<file path="config.mk">
export PLATFORM = sky130hd
export DESIGN_NAME = multichannel_biquad_shelf_filter
export DESIGN_NICKNAME = d
export VERILOG_FILES = /design/src/mbsf_pkg.sv /design/src/mbsf_serial_mul.sv /design/src/mbsf_core.sv /design/src/multichannel_biquad_shelf_filter.sv
export SDC_FILE = /design/constraint.sdc
export NUM_CORES = 2
export LEC_CHECK = 0
export BUFFER_PORTS_ARGS = -buffer_cell sky130_fd_sc_hd__buf_2
export CAP_MARGIN = 15
export CORE_UTILIZATION = 55
export CTS_CLUSTER_SIZE = 24
export DETAILED_ROUTE_END_ITERATION = 8
export PLACE_DENSITY = 0.75
export SLEW_MARGIN = 30
export SYNTH_ARGS = -nofsm -noshare
export SYNTH_HDL_FRONTEND = slang
export SYNTH_SLANG_ARGS = --single-unit
</file>
<file path="constraint.sdc">
create_clock -name clk -period 7.5 [get_ports clk]
set_input_delay 1.5 -clock clk [delete_from_list [all_inputs] [get_ports clk]]
set_output_delay 1.5 -clock clk [all_outputs]
set_load 0.01 [all_outputs]
</file>
<file path="src/mbsf_pkg.sv">
// shared types, constants and saturation helpers of the shelf filter
package mbsf_pkg;

    localparam int MAX_CHANNELS = 2;
    localparam int CH_IDX_W     = (MAX_CHANNELS > 1) ? $clog2(MAX_CHANNELS) : 1;

    localparam int SAMPLE_W  = 24;
    localparam int COEF_W    = 27;
    localparam int DELAY_W   = 48;
    localparam int FRAC_W    = 23;
    localparam int MUL_ACC_W = COEF_W + 1;
    localparam int PROD_W    = MUL_ACC_W + SAMPLE_W;
    localparam int SUM_W     = PROD_W + 2;
    localparam int MUL_CNT_W = $clog2(SAMPLE_W);

    localparam int CFG_IDX_W  = 3;
    localparam int CFG_DATA_W = COEF_W;

    // rounding bias and saturation limits at accumulator width
    localparam logic signed [SUM_W-1:0] ROUND_HALF = SUM_W'(1) << (FRAC_W - 1);
    localparam logic signed [SUM_W-1:0] Y_HI = (SUM_W'(1) << (SAMPLE_W - 1)) - SUM_W'(1);
    localparam logic signed [SUM_W-1:0] Y_LO = ~Y_HI;
    localparam logic signed [SUM_W-1:0] D_HI = (SUM_W'(1) << (DELAY_W - 1)) - SUM_W'(1);
    localparam logic signed [SUM_W-1:0] D_LO = ~D_HI;

    typedef enum logic [CFG_IDX_W-1:0] {
        REG_COEF_B0       = 3'd0,
        REG_COEF_B1       = 3'd1,
        REG_COEF_B2       = 3'd2,
        REG_COEF_A1       = 3'd3,
        REG_COEF_A2       = 3'd4,
        REG_EQ_IN         = 3'd5,
        REG_FILTER_ACTIVE = 3'd6
    } cfg_reg_t;

    typedef struct packed {
        logic signed [SAMPLE_W-1:0] sample_in;
        logic                       channel;
    } in_item_t;

    typedef struct packed {
        logic signed [SAMPLE_W-1:0] sample_out;
        logic                       channel_out;
    } out_item_t;

    typedef struct packed {
        logic signed [COEF_W-1:0] coef_b0;
        logic signed [COEF_W-1:0] coef_b1;
        logic signed [COEF_W-1:0] coef_b2;
        logic signed [COEF_W-1:0] coef_a1;
        logic signed [COEF_W-1:0] coef_a2;
        logic                     eq_in;
        logic                     filter_active;
    } cfg_t;

    typedef struct packed {
        logic busy;
        logic res_valid;
    } core_stat_t;

    // clamp to the sample range
    function automatic logic signed [SAMPLE_W-1:0] sat_sample(input logic signed [SUM_W-1:0] v);
        logic signed [SUM_W-1:0] c;
        if (v > Y_HI) begin
            c = Y_HI;
        end else if (v < Y_LO) begin
            c = Y_LO;
        end else begin
            c = v;
        end
        return c[SAMPLE_W-1:0];
    endfunction

    // clamp to the delay term range
    function automatic logic signed [DELAY_W-1:0] sat_delay(input logic signed [SUM_W-1:0] v);
        logic signed [SUM_W-1:0] c;
        if (v > D_HI) begin
            c = D_HI;
        end else if (v < D_LO) begin
            c = D_LO;
        end else begin
            c = v;
        end
        return c[DELAY_W-1:0];
    endfunction

endpackage

</file>
<file path="src/mbsf_serial_mul.sv">
// bit-serial signed shift-add multiplier, one multiplier bit per cycle
module mbsf_serial_mul (
    input  logic                                  clk,
    input  logic                                  rst_n,
    input  logic                                  start,
    input  logic signed [mbsf_pkg::COEF_W-1:0]    coef,
    input  logic signed [mbsf_pkg::SAMPLE_W-1:0]  mplier,
    output logic                                  done,
    output logic signed [mbsf_pkg::PROD_W-1:0]    product
);

    logic signed [mbsf_pkg::MUL_ACC_W-1:0] acc_reg, acc_next;
    logic [mbsf_pkg::SAMPLE_W-1:0]         lo_reg, lo_next;
    logic [mbsf_pkg::SAMPLE_W-1:0]         mr_reg, mr_next;
    logic signed [mbsf_pkg::COEF_W-1:0]    md_reg, md_next;
    logic [mbsf_pkg::MUL_CNT_W-1:0]        cnt_reg, cnt_next;
    logic                                  run_reg, run_next;
    logic                                  done_reg, done_next;
    logic signed [mbsf_pkg::MUL_ACC_W:0]   pp;
    logic signed [mbsf_pkg::MUL_ACC_W:0]   sum;
    logic                                  last;

    // partial product, the sign bit of the multiplier weighs negative
    always_comb begin
        last = (cnt_reg == mbsf_pkg::MUL_CNT_W'(mbsf_pkg::SAMPLE_W - 1));
        pp   = mr_reg[0]
             ? $signed({{(mbsf_pkg::MUL_ACC_W + 1 - mbsf_pkg::COEF_W){md_reg[mbsf_pkg::COEF_W-1]}},
                        md_reg})
             : '0;
        sum  = $signed({acc_reg[mbsf_pkg::MUL_ACC_W-1], acc_reg}) + (last ? -pp : pp);
    end

    // next state: add, then shift the whole product right by one
    always_comb begin
        acc_next  = acc_reg;
        lo_next   = lo_reg;
        mr_next   = mr_reg;
        md_next   = md_reg;
        cnt_next  = cnt_reg;
        run_next  = run_reg;
        done_next = 1'b0;
        if (start) begin
            acc_next = '0;
            lo_next  = '0;
            mr_next  = mplier;
            md_next  = coef;
            cnt_next = '0;
            run_next = 1'b1;
        end else if (run_reg) begin
            acc_next = sum[mbsf_pkg::MUL_ACC_W:1];
            lo_next  = {sum[0], lo_reg[mbsf_pkg::SAMPLE_W-1:1]};
            mr_next  = mr_reg >> 1;
            cnt_next = cnt_reg + mbsf_pkg::MUL_CNT_W'(1);
            if (last) begin
                run_next  = 1'b0;
                done_next = 1'b1;
            end
        end
    end

    // control
    always_ff @(posedge clk or negedge rst_n) begin
        if (!rst_n) begin
            cnt_reg  <= '0;
            run_reg  <= 1'b0;
            done_reg <= 1'b0;
        end else begin
            cnt_reg  <= cnt_next;
            run_reg  <= run_next;
            done_reg <= done_next;
        end
    end

    // datapath shift registers
    always_ff @(posedge clk) begin
        acc_reg <= acc_next;
        lo_reg  <= lo_next;
        mr_reg  <= mr_next;
        md_reg  <= md_next;
    end

    assign done    = done_reg;
    assign product = {acc_reg, lo_reg};

endmodule

</file>
<file path="src/mbsf_core.sv">
// biquad sequencer: per-channel delay state, serial products, round and saturate
module mbsf_core (
    input  logic                 clk,
    input  logic                 rst_n,
    input  logic                 start,
    input  mbsf_pkg::in_item_t   item,
    input  mbsf_pkg::cfg_t       cfg,
    input  logic                 res_ack,
    output mbsf_pkg::core_stat_t stat,
    output mbsf_pkg::out_item_t  result
);

    typedef enum logic [2:0] {
        S_IDLE,
        S_MULX,
        S_SUM,
        S_RND,
        S_MULY,
        S_UPD,
        S_DONE
    } state_t;

    state_t state_reg;

    logic signed [mbsf_pkg::SAMPLE_W-1:0] res_reg;
    logic signed [mbsf_pkg::DELAY_W-1:0]  z1_reg [mbsf_pkg::MAX_CHANNELS];
    logic signed [mbsf_pkg::DELAY_W-1:0]  z2_reg [mbsf_pkg::MAX_CHANNELS];

    logic signed [mbsf_pkg::SAMPLE_W-1:0] x_reg;
    logic signed [mbsf_pkg::SAMPLE_W-1:0] y_reg;
    logic                                 ch_reg;
    logic                                 eq_reg;
    logic signed [mbsf_pkg::SUM_W-1:0]    acc_reg;
    logic signed [mbsf_pkg::SUM_W-1:0]    t1_reg;
    logic signed [mbsf_pkg::PROD_W-1:0]   bx2_reg;

    logic [mbsf_pkg::CH_IDX_W-1:0]        ch_idx;
    logic                                 in_range;
    logic                                 run_filter;
    logic                                 fb_phase;
    logic signed [mbsf_pkg::SAMPLE_W-1:0] y_next;
    logic signed [mbsf_pkg::SUM_W-1:0]    acc_sum;
    logic signed [mbsf_pkg::SUM_W-1:0]    t1_sum;
    logic signed [mbsf_pkg::SUM_W-1:0]    n1_sum;
    logic signed [mbsf_pkg::SUM_W-1:0]    n2_sum;

    logic                                 mul0_done, mul1_done, mul2_done;
    logic signed [mbsf_pkg::PROD_W-1:0]   prod0, prod1, prod2;
    logic                                 mul12_start;
    logic signed [mbsf_pkg::COEF_W-1:0]   mul1_coef, mul2_coef;
    logic signed [mbsf_pkg::SAMPLE_W-1:0] mul12_mplier;

    // request classification and feedback phase select
    always_comb begin
        ch_idx       = mbsf_pkg::CH_IDX_W'(ch_reg);
        in_range     = (int'(item.channel) < mbsf_pkg::MAX_CHANNELS);
        run_filter   = cfg.filter_active && in_range;
        fb_phase     = (state_reg == S_RND);
        mul12_start  = (start && run_filter) || fb_phase;
        mul1_coef    = fb_phase ? cfg.coef_a1 : cfg.coef_b1;
        mul2_coef    = fb_phase ? cfg.coef_a2 : cfg.coef_b2;
        mul12_mplier = fb_phase ? y_next : item.sample_in;
    end

    // wide sums for the sum, round and update states, each from registers
    always_comb begin
        acc_sum = mbsf_pkg::SUM_W'(prod0) + mbsf_pkg::SUM_W'(z1_reg[ch_idx])
                + mbsf_pkg::ROUND_HALF;
        t1_sum  = mbsf_pkg::SUM_W'(prod1) + mbsf_pkg::SUM_W'(z2_reg[ch_idx]);
        y_next  = mbsf_pkg::sat_sample(acc_reg >>> mbsf_pkg::FRAC_W);
        n1_sum  = t1_reg - mbsf_pkg::SUM_W'(prod1);
        n2_sum  = mbsf_pkg::SUM_W'(bx2_reg) - mbsf_pkg::SUM_W'(prod2);
    end

    mbsf_serial_mul u_mul0 (
        .clk     (clk),
        .rst_n   (rst_n),
        .start   (start && run_filter),
        .coef    (cfg.coef_b0),
        .mplier  (item.sample_in),
        .done    (mul0_done),
        .product (prod0)
    );

    mbsf_serial_mul u_mul1 (
        .clk     (clk),
        .rst_n   (rst_n),
        .start   (mul12_start),
        .coef    (mul1_coef),
        .mplier  (mul12_mplier),
        .done    (mul1_done),
        .product (prod1)
    );

    mbsf_serial_mul u_mul2 (
        .clk     (clk),
        .rst_n   (rst_n),
        .start   (mul12_start),
        .coef    (mul2_coef),
        .mplier  (mul12_mplier),
        .done    (mul2_done),
        .product (prod2)
    );

    // sequencer, delay state and registered result
    always_ff @(posedge clk or negedge rst_n) begin
        if (!rst_n) begin
            state_reg <= S_IDLE;
            res_reg   <= '0;
            for (int i = 0; i < mbsf_pkg::MAX_CHANNELS; i++) begin
                z1_reg[i] <= '0;
                z2_reg[i] <= '0;
            end
        end else begin
            unique case (state_reg)
                S_IDLE: begin
                    if (start) begin
                        if (run_filter) begin
                            state_reg <= S_MULX;
                        end else begin
                            res_reg   <= item.sample_in;
                            state_reg <= S_DONE;
                        end
                    end
                end
                S_MULX: begin
                    if (mul0_done) begin
                        state_reg <= S_SUM;
                    end
                end
                S_SUM: begin
                    state_reg <= S_RND;
                end
                S_RND: begin
                    state_reg <= S_MULY;
                end
                S_MULY: begin
                    if (mul1_done && mul2_done) begin
                        state_reg <= S_UPD;
                    end
                end
                S_UPD: begin
                    z1_reg[ch_idx] <= mbsf_pkg::sat_delay(n1_sum);
                    z2_reg[ch_idx] <= mbsf_pkg::sat_delay(n2_sum);
                    res_reg        <= eq_reg ? y_reg : x_reg;
                    state_reg      <= S_DONE;
                end
                S_DONE: begin
                    if (res_ack) begin
                        state_reg <= S_IDLE;
                    end
                end
                default: begin
                    state_reg <= S_IDLE;
                end
            endcase
        end
    end

    // per-request working registers
    always_ff @(posedge clk) begin
        if (start) begin
            x_reg  <= item.sample_in;
            ch_reg <= item.channel;
            eq_reg <= cfg.eq_in;
        end
        if (state_reg == S_SUM) begin
            acc_reg <= acc_sum;
            t1_reg  <= t1_sum;
            bx2_reg <= prod2;
        end
        if (state_reg == S_RND) begin
            y_reg <= y_next;
        end
    end

    assign stat.busy          = (state_reg != S_IDLE);
    assign stat.res_valid     = (state_reg == S_DONE);
    assign result.sample_out  = res_reg;
    assign result.channel_out = ch_reg;

endmodule

</file>
<file path="src/multichannel_biquad_shelf_filter.sv">
// top level of the multichannel biquad shelf filter: registers, handshake, output stage
//
// Transposed direct form II biquad on signed 24-bit samples, with two 48-bit
// delay terms per channel and Q4.23 coefficients written through the register
// port; the user must write them only while the block is idle, which the block
// does not enforce itself. One request is worked at a time. A filtered request
// runs two 24-step bit-serial multiply passes one after the other, the
// feedforward products first and then the feedback products, since those need
// the rounded and saturated output sample. A bypassed request (filter inactive
// or channel without state) skips them. The next request is accepted at the
// edge after the result has moved to the output register, even if it is stalled.
module multichannel_biquad_shelf_filter (
    input  logic                                clk,
    input  logic                                rst_n,
    input  logic                                in_valid,
    output logic                                in_stall,
    input  mbsf_pkg::in_item_t                  in_data,
    output logic                                out_valid,
    input  logic                                out_stall,
    output mbsf_pkg::out_item_t                 out_data,
    input  logic                                cfg_we,
    input  logic [mbsf_pkg::CFG_IDX_W-1:0]      cfg_index,
    input  logic [mbsf_pkg::CFG_DATA_W-1:0]     cfg_data
);

    mbsf_pkg::cfg_t       cfg_reg;
    mbsf_pkg::core_stat_t core_stat;
    mbsf_pkg::out_item_t  core_result;
    mbsf_pkg::out_item_t  out_data_reg;
    logic                 out_valid_reg;
    logic                 accept;
    logic                 res_ack;

    // handshake
    assign in_stall = core_stat.busy;
    assign accept   = in_valid && !in_stall;
    assign res_ack  = core_stat.res_valid && (!out_valid_reg || !out_stall);

    // configuration registers
    always_ff @(posedge clk or negedge rst_n)
    begin
        if (!rst_n)
        begin
            cfg_reg.coef_b0       <= '0;
            cfg_reg.coef_b1       <= '0;
            cfg_reg.coef_b2       <= '0;
            cfg_reg.coef_a1       <= '0;
            cfg_reg.coef_a2       <= '0;
            cfg_reg.eq_in         <= 1'b1;
            cfg_reg.filter_active <= 1'b0;
        end
        else if (cfg_we)
        begin
            unique case (cfg_index)
                mbsf_pkg::REG_COEF_B0:       cfg_reg.coef_b0       <= cfg_data;
                mbsf_pkg::REG_COEF_B1:       cfg_reg.coef_b1       <= cfg_data;
                mbsf_pkg::REG_COEF_B2:       cfg_reg.coef_b2       <= cfg_data;
                mbsf_pkg::REG_COEF_A1:       cfg_reg.coef_a1       <= cfg_data;
                mbsf_pkg::REG_COEF_A2:       cfg_reg.coef_a2       <= cfg_data;
                mbsf_pkg::REG_EQ_IN:         cfg_reg.eq_in         <= cfg_data[0];
                mbsf_pkg::REG_FILTER_ACTIVE: cfg_reg.filter_active <= cfg_data[0];
                default:
                begin
                end
            endcase
        end
    end

    mbsf_core u_core (
        .clk     (clk),
        .rst_n   (rst_n),
        .start   (accept),
        .item    (in_data),
        .cfg     (cfg_reg),
        .res_ack (res_ack),
        .stat    (core_stat),
        .result  (core_result)
    );

    // output register valid
    always_ff @(posedge clk or negedge rst_n)
    begin
        if (!rst_n)
        begin
            out_valid_reg <= 1'b0;
        end
        else if (res_ack)
        begin
            out_valid_reg <= 1'b1;
        end
        else if (!out_stall)
        begin
            out_valid_reg <= 1'b0;
        end
    end

    // output register payload
    always_ff @(posedge clk)
    begin
        if (res_ack)
        begin
            out_data_reg <= core_result;
        end
    end

    assign out_valid = out_valid_reg;
    assign out_data  = out_data_reg;

endmodule

</file>
==> summary.txt <==
Status
  • Status: finished, final reports clean

Floorplan
  • Vert. Die Dim: 309 µm
  • Die X: 309 µm
  • Die ar.: 95600 µm²
  • Starting Density: 0.556
  • Rows: 112
  • Core footprint: 93300 µm²
  • I/O pins: 87

Critical path
  • CP max stage cell: nand4b_1
  • Required @ worst endpoint: 8.06 ns
  • Crit end category: flop
  • CP cell instances: ha_1 -> nand4b_1 -> nor2_1 -> xnor2_1 -> ha_1 -> a21o_1 -> a21oi_1 -> nor2b_1 -> o21a_1 -> o41a_1 -> a211o_1 -> a2111oi_0 -> o31ai_1 -> o41ai_1 -> xnor2_1 -> nand2_1 -> xnor2_1 -> nor2_1
  • Setup CP Type: reg -> reg
  • Reg2reg path depth: 18
  • Worst-path fanout max: 21
  • Most frequent CP cell: xnor2_1
  • Stages on the worst setup path: 18
  • Worst Path Buf+Inv: 0
  • Setup crit end: u_core.u_mul1.acc_reg[27]
  • Worst r2r src: u_core.u_mul1.cnt_reg[0]
  • FF-to-FF setup slack: 1.99 ns
  • CP top delay family: compound AO/OA/AOI/OAI gates
  • Reg-to-reg endpoint: u_core.u_mul1.acc_reg[27]
  • Crit path largest cell delay: 0.72 ns
  • CP startpoint: u_core.u_mul1.cnt_reg[0]
  • CP Launch Type: flop
  • Critical path arrival: 6.07 ns

Layout
  • Share of layout cells above drive strength 1: 0.127
  • Max reg flops: 137
  • Final net count: 5588
  • Most common cell after layout, fill and taps aside: nand2_1
  • Area Overhead vs Synth: 9.32%
  • Most frequent cells in the layout: 634 x nand2_1, 423 x nor2_1, 379 x a21oi_1

Route
  • Drt pass-1 iters: 7
  • Via Count: 38600
  • DR iter-0 viols: 3203
  • # DRC: 0
  • Routed length per placed instance: 18.7 µm
  • Via/cell ratio: 5.88
  • WL final: 123 mm
  • Post-route ant nets: 0

Synth
  • Ys async rst share: 0.421
  • Post-synthesis sequential area ratio: 0.453
  • Flops & latches, synth: 898
  • EDFF count, synth: 364
  • Syn nets: 5585
  • Mapped Area: 51900 µm²
  • Synth warnings: 0
  • Post-Syn Instances: 5220
  • Syn Area/Cell: 9.94 µm²
  • Cell variety after synth: 89
  • Main flop type after synthesis: dfrtp_1

Pwr
  • Internal power: 0.0171 W
  • Combinational power share: 0.549
  • Clock share of power: 0.158
  • Lkg Pwr: 25.1 nW
  • Reg power frac: 0.293
  • Switch Pwr: 0.0128 W
  • Total Power: 0.0299 W
  • Switching share of total power: 0.429
  • Power Dens Cells: 527 nW/µm²
  • VDD IR-drop max: 313 µV

Hold path
  • Worst hold path type: reg -> reg
  • Hold Crit Depth: 0

Clock network
  • Max Buffers Root-to-Sink: 3
  • Worst-Skew Late Latency: 0.69 ns
  • Root Driver: clkbuf_16
  • # Post-CTS Setup Buffers: 0
  • Cts hold-fix bufs: 0
  • CTS resizes: 0
  • CTS tree: yes
  • Clk slew on worst S/H paths: 0.06 ns
  • Number of clock sinks: 898
  • H-tree levels: 3
  • CTS Buf Count: 92

Timing
  • Relative slew slack: 0.380
  • Setup TNS: 0 ns
  • RSZ-0062 raised after global routing: no
  • Worst slew pin tran: 0.930 ns
  • Final Hold Fails: 0
  • # setup viols final: 0
  • Min Tclk post-route: 5.51 ns
  • Maximum clock rate: 182 MHz
  • Crit share post-route: 0.734
  • Slew Viols, Final: 0
  • Clock Skew: 0.0318 ns

Global route
  • Vias in the first global route: 36800
  • Grt ovf: 0
  • Largest net degree at the start of global routing: 137
  • Initial antenna violation count: 1
  • First-pass GRT wire length: 195 mm
  • GR Util All Layers: 0.255

Placed design
  • Port bufs: 86
  • HPWL after DPL: 88.6 mm
  • RD Place Congestion: 0.903

Flow run
  • Max-cap violation count: 0
Yosys cell counts (49+ instances only):
| master | number | area [µm²] |
|---|---|---|
| a21o_1 | 198 | 1490 |
| nor3_1 | 64 | 320 |
| dfxtp_1 | 156 | 3120 |
| inv_1 | 203 | 762 |
| mux2_2 | 233 | 2620 |
| nand3_1 | 61 | 305 |
| o21ai_0 | 310 | 1550 |
| xor2_1 | 125 | 1090 |
| a31oi_1 | 49 | 307 |
| edfxtp_1 | 364 | 10900 |
| ha_1 | 299 | 3740 |
| dfrtp_1 | 377 | 9430 |
| o21a_1 | 55 | 413 |
| clkbuf_1 | 182 | 683 |
| mux2i_1 | 168 | 1680 |
| a21oi_1 | 380 | 1900 |
| nand2_1 | 636 | 2390 |
| o221a_2 | 90 | 1010 |
| xnor2_1 | 206 | 1800 |
| nor2_1 | 427 | 1600 |
power groups by stage:
stage	logic [W]	registers [W]	clock network, W
detailed placement	0.0162	0.00882	0
global placement	0.0158	0.00876	0
CTS	0.0163	0.00874	0.00480
floorplan	0.0127	0.00835	0
global route	0.0183	0.00894	0.00499
finish	0.0164	0.00875	0.00473
cell families (layout without fill, tap and decap cells):
logic type      count (synthesis)  in the layout  synth area share
compound gates               1353           1353             0.172
xor+xnor                      331            331            0.0559
fa+ha+maj                     305            305            0.0744
buf+inv                       433            516            0.0319
flops                         898            898             0.453
mux                           402            402            0.0832
other cells                     0              1                 0
simple gates                 1498           1498             0.130
worst reg2reg max path, cell delays in order, from the launching register on:
cell       delay, ns
dfrtp_1         0.39
ha_1            0.23
nand4b_1        0.72
nor2_1          0.42
xnor2_1         0.19
ha_1            0.31
a21o_1          0.17
a21oi_1         0.24
nor2b_1         0.08
o21a_1          0.19
o41a_1          0.39
a211o_1         0.37
a2111oi_0       0.63
o31ai_1         0.21
o41ai_1         0.38
xnor2_1         0.17
nand2_1         0.08
xnor2_1         0.17
nor2_1          0.05
how the worst min path moves through the flow:
stage / start / to / slack (ns)
final: u_core.res_reg[4] / out_data[5] / 0.44
after global routing: u_core.res_reg[4] / out_data[5] / 0.45
after CTS: u_core.res_reg[4] / out_data[5] / 0.44
after detailed placement: cfg_reg[114] / u_core.u_mul0.md_reg[4] / 0.43
after global placement: cfg_reg[113] / u_core.u_mul0.md_reg[3] / 0.43
after floorplan: cfg_reg[110] / u_core.u_mul0.md_reg[0] / 0.42
per-stage QoR:
stage / setup WS, ns / instance area (µm²) / instances / utilization / hold WS [ns]
6_report: 1.99 / 56700 / 6558 / 0.608 / 0.440
2_1_floorplan: 0.471 / 51900 / 5220 / - / 0.421
4_1_cts: 2.06 / 56700 / 6556 / 0.607 / 0.438
5_1_grt: 1.50 / 56700 / 6557 / 0.608 / 0.447
3_3_place_gp: 1.73 / 53500 / 6380 / 0.573 / 0.430
3_5_place_dp: 2.08 / 53500 / 6382 / 0.574 / 0.431
metal layers:
metal  global-route usage  vias to the layer above  wire length, µm
met5                    0                        -               13
li1                     -                    18900                -
met4               0.0865                        2             4000
met2                0.425                      897            58400
met1                0.344                    18600            55400
met3               0.0301                      204             5130
cell type report:
class                   count  area [µm²]
clock buffers             130        2620
flip-flops and latches    898       23500
fillers                  7774       36600
repair buffers            135         890
well taps                1254        1570
clock inverters            44         549
inverters                 207         786
multi-input cells        3889       26800
diodes                      1        2.50
Note: power is estimated with default switching activity, not from simulation.
